$ cat src/design/rrcfb_pkg.sv
// ----------------------------------------------------------------------------
// rrcfb_pkg
// shared widths, register indexes and defaults for the rectangle fill/blend
// ----------------------------------------------------------------------------
package rrcfb_pkg;

    localparam int COORD_W = 12;
    localparam int DIM_W   = 13;
    localparam int CH_W    = 8;
    localparam int CTRL_W  = 3;
    localparam int COLOR_W = 24;
    localparam int IDX_W   = 3;
    localparam int PROD_W  = 2 * CH_W;

    localparam int MAX_DIM_DEF = 4096;

    // register indexes of the configuration port
    typedef enum logic [IDX_W-1:0] {
        CFG_LEFT   = 3'd0,
        CFG_TOP    = 3'd1,
        CFG_RIGHT  = 3'd2,
        CFG_BOTTOM = 3'd3,
        CFG_WIDTH  = 3'd4,
        CFG_HEIGHT = 3'd5,
        CFG_CTRL   = 3'd6,
        CFG_COLOR  = 3'd7
    } t_cfg_idx;

    // control register bits
    localparam int CTRL_ALPHA_MODE = 0;
    localparam int CTRL_OUTSIDE    = 1;
    localparam int CTRL_ALPHA_OK   = 2;

endpackage

$ cat src/design/rect_region_color_fill_blend.sv
// ----------------------------------------------------------------------------
// rect_region_color_fill_blend
// letterbox fill of a rectangular window (or its border) with a solid color
// or an alpha blend of that color; without stalls, one rgba pixel per clock
// ----------------------------------------------------------------------------
//
//  channel   dir  handshake               payload
//  --------  ---  ----------------------  -----------------------------------
//  pixel in  in   i_in_valid / o_in_stall   i_pix_x, i_pix_y, i_in_red/green/
//                                           blue/alpha
//  pixel out out  o_out_valid / i_out_stall o_out_red/green/blue/alpha
//  config    in   i_cfg_valid / o_cfg_ready i_cfg_index, i_cfg_data
//
//  one pixel per clock sustained while the output is not stalled; three
//  register stages (window compare, products, blend sum plus output
//  register), which a pixel passes in turn before o_out_valid rises
//  synchronous active-low reset clears the stage valid bits and loads the
//  register defaults (frame size 1, everything else 0)
//  each stage moves when it is empty or the stage after it moves, so a stall
//  on the output backs up stage by stage without dropping or repeating pixels
//  o_cfg_ready is always high; registers may be written only while idle
//
module rect_region_color_fill_blend #(
    parameter int MAX_DIM = rrcfb_pkg::MAX_DIM_DEF
) (
    input  logic                             i_clk,
    input  logic                             i_rst_n,
    // pixel input
    input  logic                             i_in_valid,
    output logic                             o_in_stall,
    input  logic [rrcfb_pkg::COORD_W-1:0]    i_pix_x,
    input  logic [rrcfb_pkg::COORD_W-1:0]    i_pix_y,
    input  logic [rrcfb_pkg::CH_W-1:0]       i_in_red,
    input  logic [rrcfb_pkg::CH_W-1:0]       i_in_green,
    input  logic [rrcfb_pkg::CH_W-1:0]       i_in_blue,
    input  logic [rrcfb_pkg::CH_W-1:0]       i_in_alpha,
    // pixel output
    output logic                             o_out_valid,
    input  logic                             i_out_stall,
    output logic [rrcfb_pkg::CH_W-1:0]       o_out_red,
    output logic [rrcfb_pkg::CH_W-1:0]       o_out_green,
    output logic [rrcfb_pkg::CH_W-1:0]       o_out_blue,
    output logic [rrcfb_pkg::CH_W-1:0]       o_out_alpha,
    // register writes
    input  logic                             i_cfg_valid,
    output logic                             o_cfg_ready,
    input  logic [rrcfb_pkg::IDX_W-1:0]      i_cfg_index,
    input  logic [rrcfb_pkg::COLOR_W-1:0]    i_cfg_data
);

    localparam int COORD_W = rrcfb_pkg::COORD_W;
    localparam int DIM_W   = rrcfb_pkg::DIM_W;
    localparam int CH_W    = rrcfb_pkg::CH_W;
    localparam int CTRL_W  = rrcfb_pkg::CTRL_W;
    localparam int COLOR_W = rrcfb_pkg::COLOR_W;
    localparam int PROD_W  = rrcfb_pkg::PROD_W;
    localparam logic [31:0] MAX_DIM_U = 32'(MAX_DIM);
    localparam logic [CH_W-1:0] CH_MAX = {CH_W{1'b1}};

    // ------------------------------------------------------------------
    // configuration registers
    // ------------------------------------------------------------------
    logic [COORD_W-1:0] r_left, r_top, r_right, r_bottom;
    logic [DIM_W-1:0]   r_width, r_height;
    logic [CTRL_W-1:0]  r_ctrl;
    logic [COLOR_W-1:0] r_color;

    assign o_cfg_ready = 1'b1;

    always_ff @(posedge i_clk) begin
        if (!i_rst_n) begin
            r_left   <= '0;
            r_top    <= '0;
            r_right  <= '0;
            r_bottom <= '0;
            r_width  <= DIM_W'(1);
            r_height <= DIM_W'(1);
            r_ctrl   <= '0;
            r_color  <= '0;
        end else if (i_cfg_valid && o_cfg_ready) begin
            unique case (rrcfb_pkg::t_cfg_idx'(i_cfg_index))
                rrcfb_pkg::CFG_LEFT:   r_left   <= i_cfg_data[COORD_W-1:0];
                rrcfb_pkg::CFG_TOP:    r_top    <= i_cfg_data[COORD_W-1:0];
                rrcfb_pkg::CFG_RIGHT:  r_right  <= i_cfg_data[COORD_W-1:0];
                rrcfb_pkg::CFG_BOTTOM: r_bottom <= i_cfg_data[COORD_W-1:0];
                rrcfb_pkg::CFG_WIDTH:  r_width  <= i_cfg_data[DIM_W-1:0];
                rrcfb_pkg::CFG_HEIGHT: r_height <= i_cfg_data[DIM_W-1:0];
                rrcfb_pkg::CFG_CTRL:   r_ctrl   <= i_cfg_data[CTRL_W-1:0];
                rrcfb_pkg::CFG_COLOR:  r_color  <= i_cfg_data;
                default: ;
            endcase
        end
    end

    // frame size clamped to the largest supported dimension
    logic [DIM_W-1:0] w_clamp, h_clamp;
    assign w_clamp = ({{(32-DIM_W){1'b0}}, r_width} > MAX_DIM_U)
                     ? MAX_DIM_U[DIM_W-1:0] : r_width;
    assign h_clamp = ({{(32-DIM_W){1'b0}}, r_height} > MAX_DIM_U)
                     ? MAX_DIM_U[DIM_W-1:0] : r_height;

    logic alpha_mode, fill_out, alpha_ok;
    assign alpha_mode = r_ctrl[rrcfb_pkg::CTRL_ALPHA_MODE];
    assign fill_out   = r_ctrl[rrcfb_pkg::CTRL_OUTSIDE];
    assign alpha_ok   = r_ctrl[rrcfb_pkg::CTRL_ALPHA_OK];

    // fill color split into channels: red low, blue high
    logic [CH_W-1:0] col [3];
    assign col[0] = r_color[CH_W-1:0];
    assign col[1] = r_color[2*CH_W-1:CH_W];
    assign col[2] = r_color[3*CH_W-1:2*CH_W];

    // ------------------------------------------------------------------
    // stage enables: a stage loads when it is empty or drains this cycle
    // ------------------------------------------------------------------
    logic r_s1_v, r_s2_v, r_out_v;
    logic en_out, en_s2, en_s1;

    assign en_out     = !r_out_v || !i_out_stall;
    assign en_s2      = !r_s2_v || en_out;
    assign en_s1      = !r_s1_v || en_s2;
    assign o_in_stall = !en_s1;

    // ------------------------------------------------------------------
    // stage 1: capture pixel, frame/margin checks and low window edges
    // ------------------------------------------------------------------
    logic [COORD_W-1:0] r_s1_x, r_s1_y;
    logic [CH_W-1:0]    r_s1_ch [3];
    logic [CH_W-1:0]    r_s1_a;
    logic               r_s1_act, r_s1_lo_ok;
    logic               n_s1_act, n_s1_lo_ok;
    logic [DIM_W-1:0]   sum_lr, sum_tb;

    assign sum_lr = {1'b0, r_left} + {1'b0, r_right};
    assign sum_tb = {1'b0, r_top} + {1'b0, r_bottom};

    always_comb begin
        // pass-through cases: no window, bad alpha setup, pixel off frame
        n_s1_act = !(alpha_mode && !alpha_ok)
                   && (sum_lr < w_clamp) && (sum_tb < h_clamp)
                   && ({1'b0, i_pix_x} < w_clamp) && ({1'b0, i_pix_y} < h_clamp);
        n_s1_lo_ok = (i_pix_x >= r_left) && (i_pix_y >= r_top);
    end

    always_ff @(posedge i_clk) begin
        if (!i_rst_n) begin
            r_s1_v <= 1'b0;
        end else if (en_s1) begin
            r_s1_v <= i_in_valid;
        end
        if (en_s1) begin
            r_s1_x     <= i_pix_x;
            r_s1_y     <= i_pix_y;
            r_s1_ch[0] <= i_in_red;
            r_s1_ch[1] <= i_in_green;
            r_s1_ch[2] <= i_in_blue;
            r_s1_a     <= i_in_alpha;
            r_s1_act   <= n_s1_act;
            r_s1_lo_ok <= n_s1_lo_ok;
        end
    end

    // ------------------------------------------------------------------
    // stage 2: high window edges, fill decision, blend products
    // ------------------------------------------------------------------
    logic [CH_W-1:0]   r_s2_ch [3];
    logic [CH_W-1:0]   r_s2_a;
    logic [PROD_W-1:0] r_s2_pp [3];   // pixel * (255 - a)
    logic [PROD_W-1:0] r_s2_pc [3];   // color * a
    logic              r_s2_fill;
    logic              n_s2_fill, in_win;
    logic [DIM_W-1:0]  x_end, y_end;
    logic [CH_W-1:0]   inv_a;

    // x < w - right, written without the subtraction; the wrap case is
    // already excluded because left + right < w
    assign x_end = {1'b0, r_s1_x} + {1'b0, r_right};
    assign y_end = {1'b0, r_s1_y} + {1'b0, r_bottom};
    assign inv_a = CH_MAX - r_s1_a;

    always_comb begin
        in_win    = r_s1_lo_ok && (x_end < w_clamp) && (y_end < h_clamp);
        n_s2_fill = r_s1_act && (fill_out ? !in_win : in_win);
    end

    always_ff @(posedge i_clk) begin
        if (!i_rst_n) begin
            r_s2_v <= 1'b0;
        end else if (en_s2) begin
            r_s2_v <= r_s1_v;
        end
        if (en_s2) begin
            r_s2_a    <= r_s1_a;
            r_s2_fill <= n_s2_fill;
            for (int i = 0; i < 3; i++) begin
                r_s2_ch[i] <= r_s1_ch[i];
                r_s2_pp[i] <= {{CH_W{1'b0}}, r_s1_ch[i]} * {{CH_W{1'b0}}, inv_a};
                r_s2_pc[i] <= {{CH_W{1'b0}}, col[i]} * {{CH_W{1'b0}}, r_s1_a};
            end
        end
    end

    // ------------------------------------------------------------------
    // stage 3: blend sum, channel select, output register
    // ------------------------------------------------------------------
    logic [CH_W-1:0]   r_out_ch [3];
    logic [CH_W-1:0]   r_out_a;
    logic [CH_W-1:0]   n_out_ch [3];
    logic [PROD_W-1:0] blend_sum [3];

    always_comb begin
        for (int i = 0; i < 3; i++) begin
            // max 255*255 + 255 still fits in 16 bits
            blend_sum[i] = r_s2_pp[i] + r_s2_pc[i] + PROD_W'(CH_MAX);
            if (!r_s2_fill) begin
                n_out_ch[i] = r_s2_ch[i];
            end else if (alpha_mode) begin
                n_out_ch[i] = blend_sum[i][PROD_W-1:CH_W];
            end else begin
                n_out_ch[i] = col[i];
            end
        end
    end

    always_ff @(posedge i_clk) begin
        if (!i_rst_n) begin
            r_out_v <= 1'b0;
        end else if (en_out) begin
            r_out_v <= r_s2_v;
        end
        if (en_out) begin
            r_out_a <= r_s2_a;
            for (int i = 0; i < 3; i++) begin
                r_out_ch[i] <= n_out_ch[i];
            end
        end
    end

    assign o_out_valid = r_out_v;
    assign o_out_red   = r_out_ch[0];
    assign o_out_green = r_out_ch[1];
    assign o_out_blue  = r_out_ch[2];
    assign o_out_alpha = r_out_a;

endmodule

$ cat config.mk
export PLATFORM = sky130hd
export DESIGN_NAME = rect_region_color_fill_blend
export DESIGN_NICKNAME = d
export VERILOG_FILES = /design/src/design/rrcfb_pkg.sv /design/src/design/rect_region_color_fill_blend.sv
export SDC_FILE = /design/constraint.sdc
export NUM_CORES = 2
export LEC_CHECK = 0
export ABC_AREA = 0
export BUFFER_PORTS_ARGS = -buffer_cell sky130_fd_sc_hd__buf_2
export CORE_MARGIN = 2
export CORE_UTILIZATION = 64
export DETAILED_ROUTE_END_ITERATION = 10
export GPL_ROUTABILITY_DRIVEN = 0
export PLACE_DENSITY = 0.87
export SYNTH_ARGS = -nofsm -noshare
export SYNTH_HDL_FRONTEND = slang
export SYNTH_SLANG_ARGS = --single-unit
$ cat constraint.sdc
create_clock -name i_clk -period 6.1 [get_ports i_clk]
set_input_delay 0.305 -clock i_clk [delete_from_list [all_inputs] [get_ports i_clk]]
set_output_delay 0.305 -clock i_clk [all_outputs]
set_load 0.02 [all_outputs]
# ---- Word level (Yosys, flattened, before mapping)
# Memories as Yosys holds them, arrays and structs flattened.
# Index checks and enable logic that the tools add are counted.
# Widths: inputs -> output; s select.
dict set report classes {
  n_mul 6
  magnitude_cmp 10
  eq_ne 7
  reduce_logical 29
  addsub 11
  n_mux 15
}
# cell n
set op_table {}
lappend op_table {{$mul 8x8->16} 6}
lappend op_table {{$add 12x12->13} 4}
lappend op_table {{$lt 13x13->1} 4}
lappend op_table {{$add 16x16->16} 3}
lappend op_table {{$add 16x8->16 const B} 3}
lappend op_table {{$mux 8} 6}
lappend op_table {{$gt 13x13->1 const B} 2}
lappend op_table {{$lt 12x13->1} 2}
lappend op_table {{$mux 13} 2}
lappend op_table {{$ge 12x12->1} 2}
lappend op_table {{$reduce_and 2->1} 8}
lappend op_table {{$eq 3x3->1 const B} 4}
lappend op_table {{$logic_and 1x1->1} 9}
lappend op_table {{$logic_not 1->1} 8}
lappend op_table {{$sub 8x8->8 const A} 1}
lappend op_table {{$mux 1} 7}
lappend op_table {{$eq 3x2->1 const B} 2}
lappend op_table {{$eq 3x1->1 const B} 1}
lappend op_table {{$logic_not 3->1} 1}
lappend op_table {{$logic_or 1x1->1} 3}
dict set report totals {
  reg_bits 155
  elab_cells 102
  output_inout_bits 35
  mem_count 5
  mem_bits_rw 168
}
# memory depth width read_ports rd_ports_with_merged_regs wr line_no
set memory_table {}
lappend memory_table {r_s2_pc 3 16 3 0 3 rect_region_color_fill_blend.sv:169} ;# logic [PROD_W-1:0] r_s2_pc [3];
lappend memory_table {r_s2_pp 3 16 3 0 3 rect_region_color_fill_blend.sv:168} ;# logic [PROD_W-1:0] r_s2_pp [3];
lappend memory_table {r_out_ch 3 8 3 0 3 rect_region_color_fill_blend.sv:206} ;# logic [CH_W-1:0] r_out_ch [3];
lappend memory_table {r_s1_ch 3 8 3 0 3 rect_region_color_fill_blend.sv:128} ;# logic [CH_W-1:0] r_s1_ch [3];
lappend memory_table {r_s2_ch 3 8 3 0 3 rect_region_color_fill_blend.sv:166} ;# logic [CH_W-1:0] r_s2_ch [3];

# ---- Depth between registers and ports, before layout
dict set report depth {
  depth_word 8
  ltp_mapped 19
  depth_no_buf 18
}

# ---- Worst setup path after synthesis
# OpenSTA, ideal clock, no wires.
dict set report synth_timing {
  path_type {register to register}
  startpoint {register r_s1_a[2]}
  endpoint {memory r_s2_pc[0][31] (netlist bit), data pin}
  arrival_time_ps 4491
  path_slack_ps 1350
  stages_incl_launch_ff 19
  required_time_ps 5841
  path_buffers 2
  setup_time_ps 259
  period_less_slack_ps 4750
  path_cell_list {edfxtp_1 clkbuf_1 clkbuf_1 nand2_1 fa_1 fa_1 inv_1 fa_1 inv_1 fa_1 inv_1 ha_1 o21a_1 o31a_1 o211ai_2 a21oi_1 a2111oi_2 a21oi_1 xnor2_1}
}
# element line_no
set synth_lines {}
lappend synth_lines {{start, declared} rect_region_color_fill_blend.sv:129} ;# logic [CH_W-1:0] r_s1_a;
lappend synth_lines {{start signal, assigned} rect_region_color_fill_blend.sv:157} ;# r_s1_a <= i_in_alpha;
lappend synth_lines {{end, declared} rect_region_color_fill_blend.sv:169}

==> impl_metrics.ini <==
[detailed_routing]
number_of_optimization_iterations_in_the_first_detailed_route_pass = 6
detail_route.drc_violations = 0
detail_route.wl_per_cell_um = 19.30
route.vias.total = 23190
drt_wl_total_um = 74780
final_antenna_net_count = 0
detailedRoute.firstIterationViolations = 1742
vias_per_cell = 5.986

[synth]
synthDominantAreaCellType = sky130_fd_sc_hd__edfxtp_1
synthesis.yosys.warnings = 0
async_flop_share = 0
synthesis_stage_register_bit_count = 323
synth_top_area_share = 0.2202
post_synthesis_area_per_instance_um2 = 9.710
postSynthNetCount = 3823
synth_top_flop_cell = sky130_fd_sc_hd__edfxtp_1
post_synth_inst_count = 3076
netlist-cell-type-count = 62
synth-seq-area-share = 0.2899
syn-cell-area_um2 = 29870
number_of_enable_flip_flop_cells_after_synthesis = 219
ys_top_cells_by_area = sky130_fd_sc_hd__edfxtp_1 (22%), sky130_fd_sc_hd__ha_1 (18%), sky130_fd_sc_hd__fa_1 (15%)

[setup_path]
cpMaxStageDelayCell = sky130_fd_sc_hd__edfxtp_1
r2r_start = r_s1_a[2]
worstPathCellList = buf_4 > nor2b_1 > fa_1 > inv_1 > fa_1 > fa_1 > fa_1 > inv_1 > ha_1 > o21a_1 > o31a_1 > o211ai_2 > a21oi_1 > a2111oi_2 > a21oi_1 > xnor2_1
worstPathRequired_ns = 6.41
crit_family = adder cells
critPathCaptureType = flop
startpoint_type = flop
path_buf_inv = 3
timing.rr.end = r_s2_pp[0][31]
ff2ff_path_depth = 16
critPathMaxStageDelay_ns = 0.72
setup.worst_path.class = reg2reg
crit_fanout = 18
r2r_slack_ns = 0.86
data_arrival_time_at_the_worst_slack_endpoint_ns = 5.55
timing.critical_path.mode_cell = sky130_fd_sc_hd__fa_1

[hold_path]
worst_hold_path.endpoint = r_color[22]
holdCritStartpoint = i_cfg_data[22]
whs_path_depth = 3
hold_class = in2reg

[timing]
grt_setup_unrepaired = no
final_hold_viol_count = 0
timing.clock.skew_ns = 0.02461
fmax_ghz = 0.1908
period_share = 0.8592
rel_slew_slack = 0.1909
finalWorstPathRequiredPeriod_ns = 5.241
setup_viol_count_final = 0
slew_of_the_pin_with_the_lowest_slew_margin_ns = 1.212
drv_slew = 0
final.setup.tns_ns = 0

[grt]
grt_pass1_wl_um = 121000
grt_use_met2 = 0.5435
grt_util_all_layers = 0.3164
grt_antenna_before_repair = 4
globalRoute.busiestLayer = met2
grt_use_met3 = 0.04762
grt.overflow.total = 0
grt_pass1_vias = 24530
globalRouteMet1Util = 0.3790
grt_max_degree = 105

[placement]
place.detailed.instances = 3740
place.port_buffers = 121
dp.final_hpwl_um = 54240

[die]
dieWidth_um = 220.0
num_rows = 79
die_h_um = 220.0
design.die.area_um2 = 48410
core_um2 = 46260
initial_core_util = 0.6457
ios = 123

[clock_tree]
postCtsResizedCells = 0
ctsLongestPathBuffers = 3
ctsHoldBuffers = 61
path_clk_slew_ns = 0.06
clock-sinks = 323
cts_tree = built
htreeDepth = 2
number_of_buffers_inserted_during_clock_tree_synthesis = 38
insertion_delay_ns = 0.58
clock_tree.root_cell = sky130_fd_sc_hd__clkbuf_16
post_cts_buffers = 0

[final_layout]
fin_nets = 3981
mostFrequentLayoutCells = sky130_fd_sc_hd__inv_1 (440), sky130_fd_sc_hd__ha_1 (439), sky130_fd_sc_hd__nand2_1 (316), sky130_fd_sc_hd__fa_1 (220), sky130_fd_sc_hd__edfxtp_1 (219)
finalNonFillerCells = 3874
layout.cells.most_common = sky130_fd_sc_hd__inv_1
areaGrowthSynthToFinish_pct = 10.77
final_layout_size_suffix_gt1_frac = 0.07233

[pwr]
leakagePower_nw = 15.74
power_density_nw_per_um2 = 250.8
vdd_ir_drop_max_mv = 0.2723

[status]
status = finished, final reports clean

[run]
timing.max_cap.violations = 0
cell type report:
type / instances / area (um^2)
antenna: 4 / 10.01
clock buffer: 55 / 1149
clock inverter: 14 / 162.7
fill: 3087 / 13180
inverter: 442 / 1662
multi-input combinational: 2219 / 19220
sequential: 323 / 8658
tap: 607 / 759.5
timing repair buffer: 210 / 1464
sequential cells by signal, summed over array words and instances, names as in the netlist, 3 cells and up:
name	count
o_out_alpha	8
r_bottom	12
r_color	24
r_ctrl	3
r_height	13
r_left	12
r_out_ch	24
r_right	12
r_s1_a	8
r_s1_ch	24
r_s1_x	12
r_s1_y	12
r_s2_a	8
r_s2_ch	24
r_s2_pc	48
r_s2_pp	48
r_top	12
r_width	13
cells in the mapped netlist (4+ instances only):
| library cell | instances |
|---|---|
| sky130_fd_sc_hd__a31oi_1 | 27 |
| sky130_fd_sc_hd__or2_2 | 4 |
| sky130_fd_sc_hd__dfxtp_1 | 104 |
| sky130_fd_sc_hd__or3_1 | 11 |
| sky130_fd_sc_hd__and4_1 | 5 |
| sky130_fd_sc_hd__ha_1 | 439 |
| sky130_fd_sc_hd__o211ai_2 | 6 |
| sky130_fd_sc_hd__o31a_1 | 6 |
| sky130_fd_sc_hd__edfxtp_1 | 219 |
| sky130_fd_sc_hd__nand2_1 | 318 |
| sky130_fd_sc_hd__nor2b_1 | 190 |
| sky130_fd_sc_hd__and3_1 | 18 |
| sky130_fd_sc_hd__o21ai_1 | 4 |
| sky130_fd_sc_hd__a21oi_1 | 121 |
| sky130_fd_sc_hd__o211ai_1 | 14 |
| sky130_fd_sc_hd__fa_1 | 220 |
| sky130_fd_sc_hd__o21a_1 | 38 |
| sky130_fd_sc_hd__xnor2_1 | 97 |
| sky130_fd_sc_hd__nor4_1 | 15 |
| sky130_fd_sc_hd__a41o_1 | 4 |
| sky130_fd_sc_hd__mux2i_1 | 12 |
| sky130_fd_sc_hd__buf_1 | 7 |
| sky130_fd_sc_hd__a21boi_0 | 99 |
| sky130_fd_sc_hd__xor2_1 | 24 |
| sky130_fd_sc_hd__inv_1 | 441 |
| sky130_fd_sc_hd__clkbuf_1 | 84 |
| sky130_fd_sc_hd__nand2b_1 | 60 |
| sky130_fd_sc_hd__nor2_1 | 85 |
| sky130_fd_sc_hd__a211oi_1 | 16 |
| sky130_fd_sc_hd__and2_1 | 163 |
| sky130_fd_sc_hd__nand3_1 | 35 |
| sky130_fd_sc_hd__a21o_1 | 37 |
| sky130_fd_sc_hd__o21bai_1 | 5 |
| sky130_fd_sc_hd__nor3_1 | 19 |
| sky130_fd_sc_hd__o21ai_0 | 64 |
| sky130_fd_sc_hd__a2111oi_2 | 6 |
| sky130_fd_sc_hd__nand4_1 | 16 |
through the flow:
step                      hold slack (ns)    util  instance area (um^2)  worst slack [ns]  power [mW]
after detailed placement           0.4072  0.6734                 31150            0.9463       5.795
final                             0.01310  0.7152                 33080            0.8588       8.298
after global placement             0.4015  0.6734                 31150             1.086       5.584
after global routing              0.02519  0.7152                 33080            0.6291       8.760
after floorplan                    0.4003       -                 29870             1.350       4.989
after CTS                        0.001490  0.7149                 33070            0.9123       8.269
logic make-up (layout without fill, tap and decap cells):
group | Yosys count | count (layout) | share of synthesized area
other cells | 1 | 5 | 0.0001256
mux | 13 | 13 | 0.004399
flops | 323 | 323 | 0.2899
compound gates | 476 | 476 | 0.1079
fa+ha+maj | 659 | 659 | 0.3314
buf+inv | 534 | 721 | 0.06724
simple gates | 949 | 949 | 0.1636
xor+xnor | 121 | 121 | 0.03548
power breakdown:
part	internal, mW	switching (mW)
sequential	2.64	0.146
combinational	1.34	1.76
clock	1.44	0.968
total	5.42	2.88
per-layer routing:
layer,wire [um],vias to the layer above
li1,-,10560
met1,28500,11280
met2,36470,1045
met3,5564,298
met4,4247,0
met5,0,-
how the worst max path moves through the flow:
stage | from | endpoint | slack, ns | depth (start not counted)
after CTS | r_s1_a[2] | r_s2_pp[0][31] | 0.91 | 16
final | r_s1_a[2] | r_s2_pp[0][31] | 0.86 | 16
after global routing | r_s1_a[2] | r_s2_pp[0][31] | 0.63 | 16
after detailed placement | r_s1_a[2] | r_s2_pp[0][31] | 0.95 | 16
after floorplan | r_s1_a[2] | r_s2_pc[0][31] | 1.35 | 18
after global placement | r_s1_a[2] | r_s2_pp[0][47] | 1.09 | 17
tightest hold or removal path, delay by kind of cell:
kind	cells	cell delay, ns
AO/OA/AOI/OAI	1	0.08
buffers and inverters	1	0.10
AND/OR/NAND/NOR	1	0.05
No activity file was read; power rests on OpenSTA's default activity.
